`config.mk`:
```
export PLATFORM = sky130hd
export DESIGN_NAME = binary_to_decimal_digits
export DESIGN_NICKNAME = d
export VERILOG_FILES = /design/src/b2d_pkg.sv /design/src/b2d_dabble.sv /design/src/binary_to_decimal_digits.sv
export SDC_FILE = /design/constraint.sdc
export NUM_CORES = 1
export LEC_CHECK = 0
export ABC_AREA = 1
export BUFFER_PORTS_ARGS = -buffer_cell sky130_fd_sc_hd__buf_2
export CAP_MARGIN = 10
export CORE_MARGIN = 2
export CORE_UTILIZATION = 56
export DETAILED_ROUTE_END_ITERATION = 8
export PLACE_DENSITY = 0.79
export SYNTH_ARGS = -nofsm -noshare
export SYNTH_HDL_FRONTEND = slang
export SYNTH_SLANG_ARGS = --single-unit
```
`constraint.sdc`:
```
create_clock -name i_clk -period 5.1 [get_ports i_clk]
set_input_delay 1.02 -clock i_clk [delete_from_list [all_inputs] [get_ports i_clk]]
set_output_delay 1.02 -clock i_clk [all_outputs]
set_load 0.01 [all_outputs]
```
`src/b2d_pkg.sv`:
```
package b2d_pkg;

    // Value width and decimal digit storage
    localparam int VALUE_WIDTH = 32;
    localparam int NDIGITS     = 10;
    localparam int BCD_W       = NDIGITS * 4;
    localparam int STEP_W      = $clog2(VALUE_WIDTH);

    // Terminator code in a digit slot
    localparam logic [3:0] TERM_NIBBLE = 4'hF;

    typedef struct packed {
        logic [VALUE_WIDTH-1:0] value;
        logic [7:0]             max_digits;
    } t_in_item;

    typedef struct packed {
        logic [7:0] out_code;
        logic       code_valid;
        logic       last;
        logic [3:0] digit_count;
    } t_out_item;

    typedef enum logic [1:0] {
        S_IDLE,
        S_CONV,
        S_EMIT
    } t_state;

endpackage

```
`src/b2d_dabble.sv`:
```
module b2d_dabble import b2d_pkg::*; (
    input  logic                   i_clk,
    input  logic                   i_rst_n,
    input  logic                   i_start,
    input  logic [VALUE_WIDTH-1:0] i_value,
    output logic                   o_busy,
    output logic                   o_done,
    output logic [BCD_W-1:0]       o_bcd
);

    logic [VALUE_WIDTH-1:0] r_shift;
    logic [BCD_W-1:0]       r_bcd;
    logic [STEP_W-1:0]      r_step;
    logic                   r_busy;
    logic                   r_done;
    logic [BCD_W-1:0]       w_adj;
    logic                   w_last_step;

    // Add 3 to every digit of five or more, all digits side by side
    always_comb begin
        for (int i = 0; i < NDIGITS; i++) begin
            if (r_bcd[i*4 +: 4] >= 4'd5) begin
                w_adj[i*4 +: 4] = r_bcd[i*4 +: 4] + 4'd3;
            end else begin
                w_adj[i*4 +: 4] = r_bcd[i*4 +: 4];
            end
        end
    end

    assign w_last_step = (r_step == STEP_W'(VALUE_WIDTH - 1));

    // Sequencer: one shift step per cycle, VALUE_WIDTH steps per conversion
    always_ff @(posedge i_clk) begin
        if (!i_rst_n) begin
            r_busy <= 1'b0;
            r_done <= 1'b0;
            r_step <= '0;
        end else begin
            r_done <= 1'b0;
            if (i_start) begin
                r_busy <= 1'b1;
                r_step <= '0;
            end else if (r_busy) begin
                r_step <= r_step + STEP_W'(1);
                if (w_last_step) begin
                    r_busy <= 1'b0;
                    r_done <= 1'b1;
                end
            end
        end
    end

    // Datapath: load on start, shift the top value bit into the digits
    always_ff @(posedge i_clk) begin
        if (i_start) begin
            r_shift <= i_value;
            r_bcd   <= '0;
        end else if (r_busy) begin
            r_shift <= {r_shift[VALUE_WIDTH-2:0], 1'b0};
            r_bcd   <= {w_adj[BCD_W-2:0], r_shift[VALUE_WIDTH-1]};
        end
    end

    assign o_busy = r_busy;
    assign o_done = r_done;
    assign o_bcd  = r_bcd;

endmodule

```
`src/binary_to_decimal_digits.sv`:
```
// Each item is loaded into the single dabble unit and converted there in 32 shift-add-3
// steps; the digit string is then sized and registered, then results go to the output register.
// Results then leave at one per cycle when not stalled, 1 to 11 per item.
// Input is ready again only after the last result of an item is loaded.
// Reset (synchronous, active low) clears the sequencer, output valid and the packing mode.
module binary_to_decimal_digits import b2d_pkg::*; (
    input  logic      i_clk,
    input  logic      i_rst_n,
    input  logic      i_in_valid,
    output logic      o_in_ready,
    input  t_in_item  i_in_data,
    output logic      o_out_valid,
    input  logic      i_out_ready,
    output t_out_item o_out_data,
    input  logic      i_cfg_we,
    input  logic      i_cfg_data
);

    t_state     r_state, n_state;
    logic       r_packed;
    logic [7:0] r_limit;
    logic [3:0] r_ndig, n_ndig;
    logic [3:0] r_count, n_count;
    logic [3:0] r_nres, n_nres;
    logic [3:0] r_emit;
    logic       r_out_valid;
    t_out_item  r_out;

    logic             w_accept;
    logic             w_emit_go;
    logic             w_busy;
    logic             w_done;
    logic [BCD_W-1:0] w_bcd;
    logic [3:0]       w_nseq;
    logic             w_last;
    logic [3:0]       w_hi;
    logic [3:0]       w_lo;
    t_out_item        w_res;

    // Nibble at a position of the emitted string: digit or terminator
    function automatic logic [3:0] seq_nib(input logic [BCD_W-1:0] bcd,
                                           input logic [3:0] ndig,
                                           input logic [3:0] count,
                                           input logic [4:0] pos);
        logic [3:0] idx;
        idx = ndig - 4'd1 - pos[3:0];
        if (pos < {1'b0, count}) begin
            seq_nib = bcd[{idx, 2'b00} +: 4];
        end else begin
            seq_nib = TERM_NIBBLE;
        end
    endfunction

    assign w_accept = i_in_valid && o_in_ready;

    b2d_dabble u_dabble (
        .i_clk   (i_clk),
        .i_rst_n (i_rst_n),
        .i_start (w_accept),
        .i_value (i_in_data.value),
        .o_busy  (w_busy),
        .o_done  (w_done),
        .o_bcd   (w_bcd)
    );

    // Size the digit string once the conversion is done
    always_comb begin
        n_ndig = 4'd1;
        for (int i = 0; i < NDIGITS; i++) begin
            if (w_bcd[i*4 +: 4] != 4'd0) begin
                n_ndig = 4'(i + 1);
            end
        end
        if (r_limit < {4'd0, n_ndig}) begin
            n_count = r_limit[3:0];
        end else begin
            n_count = n_ndig;
        end
        w_nseq = n_count + 4'({4'd0, n_count} < r_limit);
        if (r_limit == 8'd0) begin
            n_nres = 4'd1;
        end else if (r_packed) begin
            n_nres = 4'((5'(w_nseq) + 5'd1) >> 1);
        end else begin
            n_nres = w_nseq;
        end
    end

    // Build the result at the emit index
    always_comb begin
        w_last = (r_emit + 4'd1 == r_nres);
        w_hi   = seq_nib(w_bcd, r_ndig, r_count, {r_emit, 1'b0});
        w_lo   = seq_nib(w_bcd, r_ndig, r_count, {r_emit, 1'b1});
        w_res.last        = w_last;
        w_res.digit_count = r_count;
        if (r_limit == 8'd0) begin
            w_res.out_code   = 8'd0;
            w_res.code_valid = 1'b0;
        end else if (r_packed) begin
            w_res.out_code   = {w_hi, w_lo};
            w_res.code_valid = 1'b1;
        end else begin
            w_res.out_code   = {4'd0, seq_nib(w_bcd, r_ndig, r_count, {1'b0, r_emit})};
            w_res.code_valid = 1'b1;
        end
    end

    // Next state
    always_comb begin
        n_state = r_state;
        unique case (r_state)
            S_IDLE: begin
                if (w_accept) n_state = S_CONV;
            end
            S_CONV: begin
                if (w_done) n_state = S_EMIT;
            end
            S_EMIT: begin
                if (w_emit_go && w_last) n_state = S_IDLE;
            end
            default: n_state = S_IDLE;
        endcase
    end

    // State outputs
    always_comb begin
        o_in_ready = 1'b0;
        w_emit_go  = 1'b0;
        unique case (r_state)
            S_IDLE:  o_in_ready = 1'b1;
            S_CONV:  ;
            S_EMIT:  w_emit_go = !r_out_valid || i_out_ready;
            default: ;
        endcase
    end

    // Control registers
    always_ff @(posedge i_clk) begin
        if (!i_rst_n) begin
            r_state     <= S_IDLE;
            r_packed    <= 1'b0;
            r_out_valid <= 1'b0;
            r_emit      <= '0;
        end else begin
            r_state <= n_state;
            if (i_cfg_we) begin
                r_packed <= i_cfg_data;
            end
            if (w_emit_go) begin
                r_out_valid <= 1'b1;
            end else if (i_out_ready) begin
                r_out_valid <= 1'b0;
            end
            if (w_accept) begin
                r_emit <= '0;
            end else if (w_emit_go) begin
                r_emit <= r_emit + 4'd1;
            end
        end
    end

    // Payload registers: hold the limit, string sizes and the output result
    always_ff @(posedge i_clk) begin
        if (w_accept) begin
            r_limit <= i_in_data.max_digits;
        end
        if (r_state == S_CONV && w_done) begin
            r_ndig  <= n_ndig;
            r_count <= n_count;
            r_nres  <= n_nres;
        end
        if (w_emit_go) begin
            r_out <= w_res;
        end
    end

    assign o_out_valid = r_out_valid;
    assign o_out_data  = r_out;

    // The emit index never runs past the result count
    a_emit_range: assert property (@(posedge i_clk) disable iff (!i_rst_n)
        (r_state == S_EMIT) |-> (r_emit < r_nres))
        else $error("emit index past result count");

    // A finished conversion moves straight to emission
    a_conv_to_emit: assert property (@(posedge i_clk) disable iff (!i_rst_n)
        (r_state == S_CONV && w_done) |=> (r_state == S_EMIT))
        else $error("conversion done but not emitting");

    // The dabble unit is idle while results are emitted
    a_idle_unit: assert property (@(posedge i_clk) disable iff (!i_rst_n)
        (r_state == S_EMIT) |-> !w_busy)
        else $error("dabble unit busy during emission");

endmodule

```
==> report_table.html <==
<table>
<tr><th>Metric</th><th>Value</th></tr>
<tr><th colspan="2">STA</th></tr>
<tr><td>Crit share post-route</td><td>0.8802</td></tr>
<tr><td>Worst max-slew margin expressed relative to the limit</td><td>0.3221</td></tr>
<tr><td>Unrepaired setup endpoints after global routing</td><td>no</td></tr>
<tr><td>Final max-slew violation count</td><td>0</td></tr>
<tr><td>Peak clock frequency supported by timing</td><td>222.8 MHz</td></tr>
<tr><td>Worst Slack Setup Final</td><td>0.6109 ns</td></tr>
<tr><td>Clock Skew</td><td>0.008683 ns</td></tr>
<tr><td>Number of setup violations in the final report</td><td>0</td></tr>
<tr><td>Hold Violations, Final</td><td>0</td></tr>
<tr><td>Final total negative setup slack</td><td>0 ns</td></tr>
<tr><td>Slew @ Worst Pin</td><td>1.013 ns</td></tr>
<tr><td>Final Critical Period</td><td>4.489 ns</td></tr>
<tr><th colspan="2">Worst setup path</th></tr>
<tr><td>Data arrival time at the worst-slack endpoint</td><td>4.68 ns</td></tr>
<tr><td>Slowest cell on crit path</td><td>sky130_fd_sc_hd__dfxtp_1</td></tr>
<tr><td>Kind of cell adding the most delay to the critical path</td><td>adder cells</td></tr>
<tr><td>Endpoint required time on the critical path</td><td>5.29 ns</td></tr>
<tr><td>Largest incremental delay on the critical path</td><td>0.33 ns</td></tr>
<tr><td>Critical Path Source Type</td><td>flip-flop</td></tr>
<tr><td>Critical path's most frequent cell</td><td>sky130_fd_sc_hd__nand2_1</td></tr>
<tr><td>Worst path bufs/invs</td><td>5</td></tr>
<tr><td>Highest fanout seen on the critical path</td><td>9</td></tr>
<tr><td>Class of the most critical setup path</td><td>flip-flop to flip-flop</td></tr>
<tr><td>CP Capture Type</td><td>flip-flop</td></tr>
<tr><th colspan="2">Global route</th></tr>
<tr><td>Global-route usage over all layers</td><td>0.2761</td></tr>
<tr><td>Largest net degree at the start of global routing</td><td>48</td></tr>
<tr><td>Vias in the first global route</td><td>6238</td></tr>
<tr><td>Wire length of the first global-routing pass</td><td>30590 um</td></tr>
<tr><td>Total gr overflow</td><td>0</td></tr>
<tr><td>Number of antenna violations at the first check in global routing</td><td>1</td></tr>
<tr><th colspan="2">Clock network</th></tr>
<tr><td>Post_cts resized</td><td>0</td></tr>
<tr><td>Clock tree root driver cell</td><td>sky130_fd_sc_hd__clkbuf_16</td></tr>
<tr><td>Number of buffers added for setup after CTS</td><td>0</td></tr>
<tr><td>Later-pin clock latency in the skew report</td><td>0.43 ns</td></tr>
<tr><td>Clk pin slew, worst setup/hold paths</td><td>0.06 ns</td></tr>
<tr><td>Count of clock tree sinks</td><td>121</td></tr>
<tr><td>TritonCTS clock tree</td><td>built</td></tr>
<tr><td>Total number of H-tree levels</td><td>4</td></tr>
<tr><td>Number of buffers created by CTS</td><td>17</td></tr>
<tr><td>Buffer depth of the longest clock path</td><td>2</td></tr>
<tr><td>Hold-fix buffer count after cts</td><td>0</td></tr>
<tr><th colspan="2">Floorplan</th></tr>
<tr><td>Full die area</td><td>14040 um2</td></tr>
<tr><td>Core area</td><td>12720 um2</td></tr>
<tr><td>Top-Level Pins</td><td>62</td></tr>
<tr><td>Site row count</td><td>41</td></tr>
<tr><td>Die H</td><td>118.5 um</td></tr>
<tr><td>Chip width</td><td>118.5 um</td></tr>
<tr><td>Initial cell density of the core</td><td>0.5772</td></tr>
<tr><th colspan="2">Synthesis</th></tr>
<tr><td>Post-Synth Adder-Cell Area</td><td>0.08383</td></tr>
<tr><td>Number of distinct library cells after synthesis</td><td>46</td></tr>
<tr><td>Fraction of the mapped netlist area in compound gates</td><td>0.1946</td></tr>
<tr><td>Fraction of post-synthesis cell area in the top cell type by area</td><td>0.2699</td></tr>
<tr><td>Number of flops mapped to enable cells by yosys</td><td>66</td></tr>
<tr><td>Combinational family with the most area after synthesis</td><td>simple AND/OR/NAND/NOR gates</td></tr>
<tr><td>Cell accounting for the most synthesized area</td><td>sky130_fd_sc_hd__edfxtp_1</td></tr>
<tr><td>Simple-gate area share of the yosys netlist</td><td>0.1994</td></tr>
<tr><td>Mapped Avg Cell Area</td><td>7.854 um2</td></tr>
<tr><td>Synthesized-area fraction occupied by xor and xnor cells</td><td>0.02368</td></tr>
<tr><td>Sequential fraction of the synthesis area</td><td>0.4198</td></tr>
<tr><td>Cell types with the largest area share after synthesis</td><td>sky130_fd_sc_hd__edfxtp_1, sky130_fd_sc_hd__dfxtp_1, sky130_fd_sc_hd__nand2_1</td></tr>
<tr><td>Syn Nets</td><td>1029</td></tr>
<tr><td>Yosys Warn Count</td><td>0</td></tr>
<tr><td>Most common flop cell mapped by yosys</td><td>sky130_fd_sc_hd__edfxtp_1</td></tr>
<tr><td>Proportion of synthesized flip-flops having asynchronous set or reset</td><td>0</td></tr>
<tr><td>Mapped Area</td><td>7343 um2</td></tr>
<tr><td>Synthesized instance count</td><td>935</td></tr>
<tr><td>Number of synthesized register bits</td><td>121</td></tr>
<tr><td>Fraction of synthesized area in multiplexers</td><td>0</td></tr>
<tr><th colspan="2">Placed design</th></tr>
<tr><td>Total placed cells including tap cells</td><td>1147</td></tr>
<tr><td>Pre-CTS WS</td><td>0.7981 ns</td></tr>
<tr><td>Detailed placement HPWL</td><td>13260 um</td></tr>
<tr><td>Count of input and output buffers</td><td>61</td></tr>
<tr><td>Final weighted congestion in routability-driven placement</td><td>0.9864</td></tr>
<tr><th colspan="2">Pwr</th></tr>
<tr><td>Static Leak</td><td>0.003638 uW</td></tr>
<tr><td>Worst ir drop on vdd</td><td>0.0002513 V</td></tr>
<tr><td>Pwr Density</td><td>288.3 nW/um2</td></tr>
<tr><th colspan="2">Detailed routing</th></tr>
<tr><td>DR top layer</td><td>met4</td></tr>
<tr><td>Total via count after detailed routing</td><td>6708</td></tr>
<tr><td>Routed WL per cell</td><td>15.79 um</td></tr>
<tr><td>Met1 Routed Length</td><td>8221 um</td></tr>
<tr><td>Met3 wirelength from detailed routing</td><td>1320 um</td></tr>
<tr><td>Routed WL</td><td>18620 um</td></tr>
<tr><td>Post-route ant nets</td><td>0</td></tr>
<tr><td>DRC violation total after the first TritonRoute iteration</td><td>653</td></tr>
<tr><td>Met2 Routed Length</td><td>8540 um</td></tr>
<tr><td>Pre-Repair DR Iteration Count</td><td>6</td></tr>
<tr><td>Vias/cell</td><td>5.690</td></tr>
<tr><td>Detailed-route DRC error count</td><td>0</td></tr>
<tr><th colspan="2">Cells and area</th></tr>
<tr><td>Non-filler cells in the finished layout</td><td>1179</td></tr>
<tr><td>Layout cell share with drive strength beyond 1</td><td>0.1241</td></tr>
<tr><td>Synth-to-layout area growth</td><td>13.67%</td></tr>
<tr><td>Layout Nets</td><td>1088</td></tr>
<tr><td>Diodes inserted</td><td>0</td></tr>
<tr><td>Core Util, Final</td><td>0.6561</td></tr>
<tr><td>Number of fill cells</td><td>1144</td></tr>
<tr><th colspan="2">Hold path</th></tr>
<tr><td>Class of the tightest hold or removal check</td><td>flip-flop to flip-flop</td></tr>
<tr><th colspan="2">Run status</th></tr>
<tr><td>Run status</td><td>finished clean</td></tr>
<tr><th colspan="2">Flow run</th></tr>
<tr><td>Max Cap Violations</td><td>0</td></tr>
</table>
## layer usage
layer	up-vias	GRT usage
li1	3293	-
met1	3100	0.3581
met2	266	0.4321
met3	49	0.07336
met4	0	0.1265
met5	-	0
## power by group
group | internal [uW] | leakage, uW | switching, uW
Sequential | 1090 | 0.00108 | 23.4
Combinational | 70.5 | 0.00231 | 143
Clock | 619 | 0.000256 | 461
Total | 1780 | 0.00364 | 628
## final timing paths
check / start / endpoint / slack (ns) / cells after the start
max: u_dabble.o_bcd[32]$_SDFFE_PP0P_ / r_nres[2]$_SDFFCE_PP0P_ / 0.61 / 26
min reg2reg: r_count[0]$_DFFE_PP_ / o_out_data[0]$_DFFE_PP_ / 0.47 / 0
max reg2reg: u_dabble.o_bcd[32]$_SDFFE_PP0P_ / r_nres[2]$_SDFFCE_PP0P_ / 0.61 / 26
min: r_count[0]$_DFFE_PP_ / o_out_data[0]$_DFFE_PP_ / 0.47 / 0
## sequential cells by signal, indices dropped and copies added (netlist names), 4 cells and up
name / cells
r_emit: 4
u_dabble.r_step: 5
r_limit: 8
r_nres: 4
r_count: 4
u_dabble.r_shift: 32
o_out_data: 14
r_ndig: 4
u_dabble.o_bcd: 40
## layout make-up
| cell class | instances | area (um2) | share of cell area |
|---|---|---|---|
| multi-input cells | 660 | 3682 | 0.4412 |
| clock inverters | 14 | 98.84 | 0.01184 |
| clock buffers | 18 | 429.2 | 0.05142 |
| well taps | 172 | 215.2 | 0.02578 |
| inverters | 124 | 465.4 | 0.05576 |
| repair buffers | 70 | 372.9 | 0.04467 |
| flip-flops and latches | 121 | 3083 | 0.3694 |
## placed cells by master (no fill, tap or decap), drive strengths merged, types with 3 or more instances in the layout
cell / count
xnor2: 6
clkbuf: 18
nor2: 43
a32o: 4
o21ai: 96
clkinv: 11
o211ai: 7
buf: 70
o32ai: 3
nand3: 41
a21oi: 77
dfxtp: 55
nand2: 245
o221ai: 8
a22o: 4
xor2: 13
a31oi: 10
nor3: 6
inv: 125
o22ai: 22
edfxtp: 66
or2: 7
a211oi: 3
ha: 46
a41oi: 3
## Yosys cell counts (5+ instances only)
| master | n |
|---|---|
| sky130_fd_sc_hd__or2_2 | 6 |
| sky130_fd_sc_hd__o22ai_1 | 22 |
| sky130_fd_sc_hd__nand2_1 | 236 |
| sky130_fd_sc_hd__a21oi_1 | 77 |
| sky130_fd_sc_hd__clkbuf_1 | 27 |
| sky130_fd_sc_hd__ha_1 | 46 |
| sky130_fd_sc_hd__edfxtp_1 | 66 |
| sky130_fd_sc_hd__xnor2_1 | 5 |
| sky130_fd_sc_hd__o211ai_1 | 7 |
| sky130_fd_sc_hd__xor2_1 | 13 |
| sky130_fd_sc_hd__o221ai_1 | 8 |
| sky130_fd_sc_hd__inv_1 | 120 |
| sky130_fd_sc_hd__nor2_1 | 40 |
| sky130_fd_sc_hd__a31oi_1 | 10 |
| sky130_fd_sc_hd__nor3_1 | 6 |
| sky130_fd_sc_hd__nand3_1 | 40 |
| sky130_fd_sc_hd__dfxtp_1 | 55 |
| sky130_fd_sc_hd__nand2_4 | 6 |
| sky130_fd_sc_hd__o21ai_0 | 94 |
## stage by stage
step           instance area [um2]  total power, uW  hold WS, ns
4_1_cts                       8347             2421       0.4626
2_1_floorplan                 7343             1270       0.4228
3_3_place_gp                  7819             1334       0.4484
3_5_place_dp                  7819             1341       0.4454
5_1_grt                       8347             2497       0.4880
6_report                      8347             2406       0.4728
## kinds of logic (layout without fill, tap and decap cells)
family,Yosys count,after routing
AND/OR/NAND/NOR,347,347
flip-flops,121,121
AO/OA/AOI/OAI,246,246
XOR/XNOR,19,19
buffers and inverters,154,226
adder cells (fa/ha/maj),48,48
(Power assumes the default switching activity.)
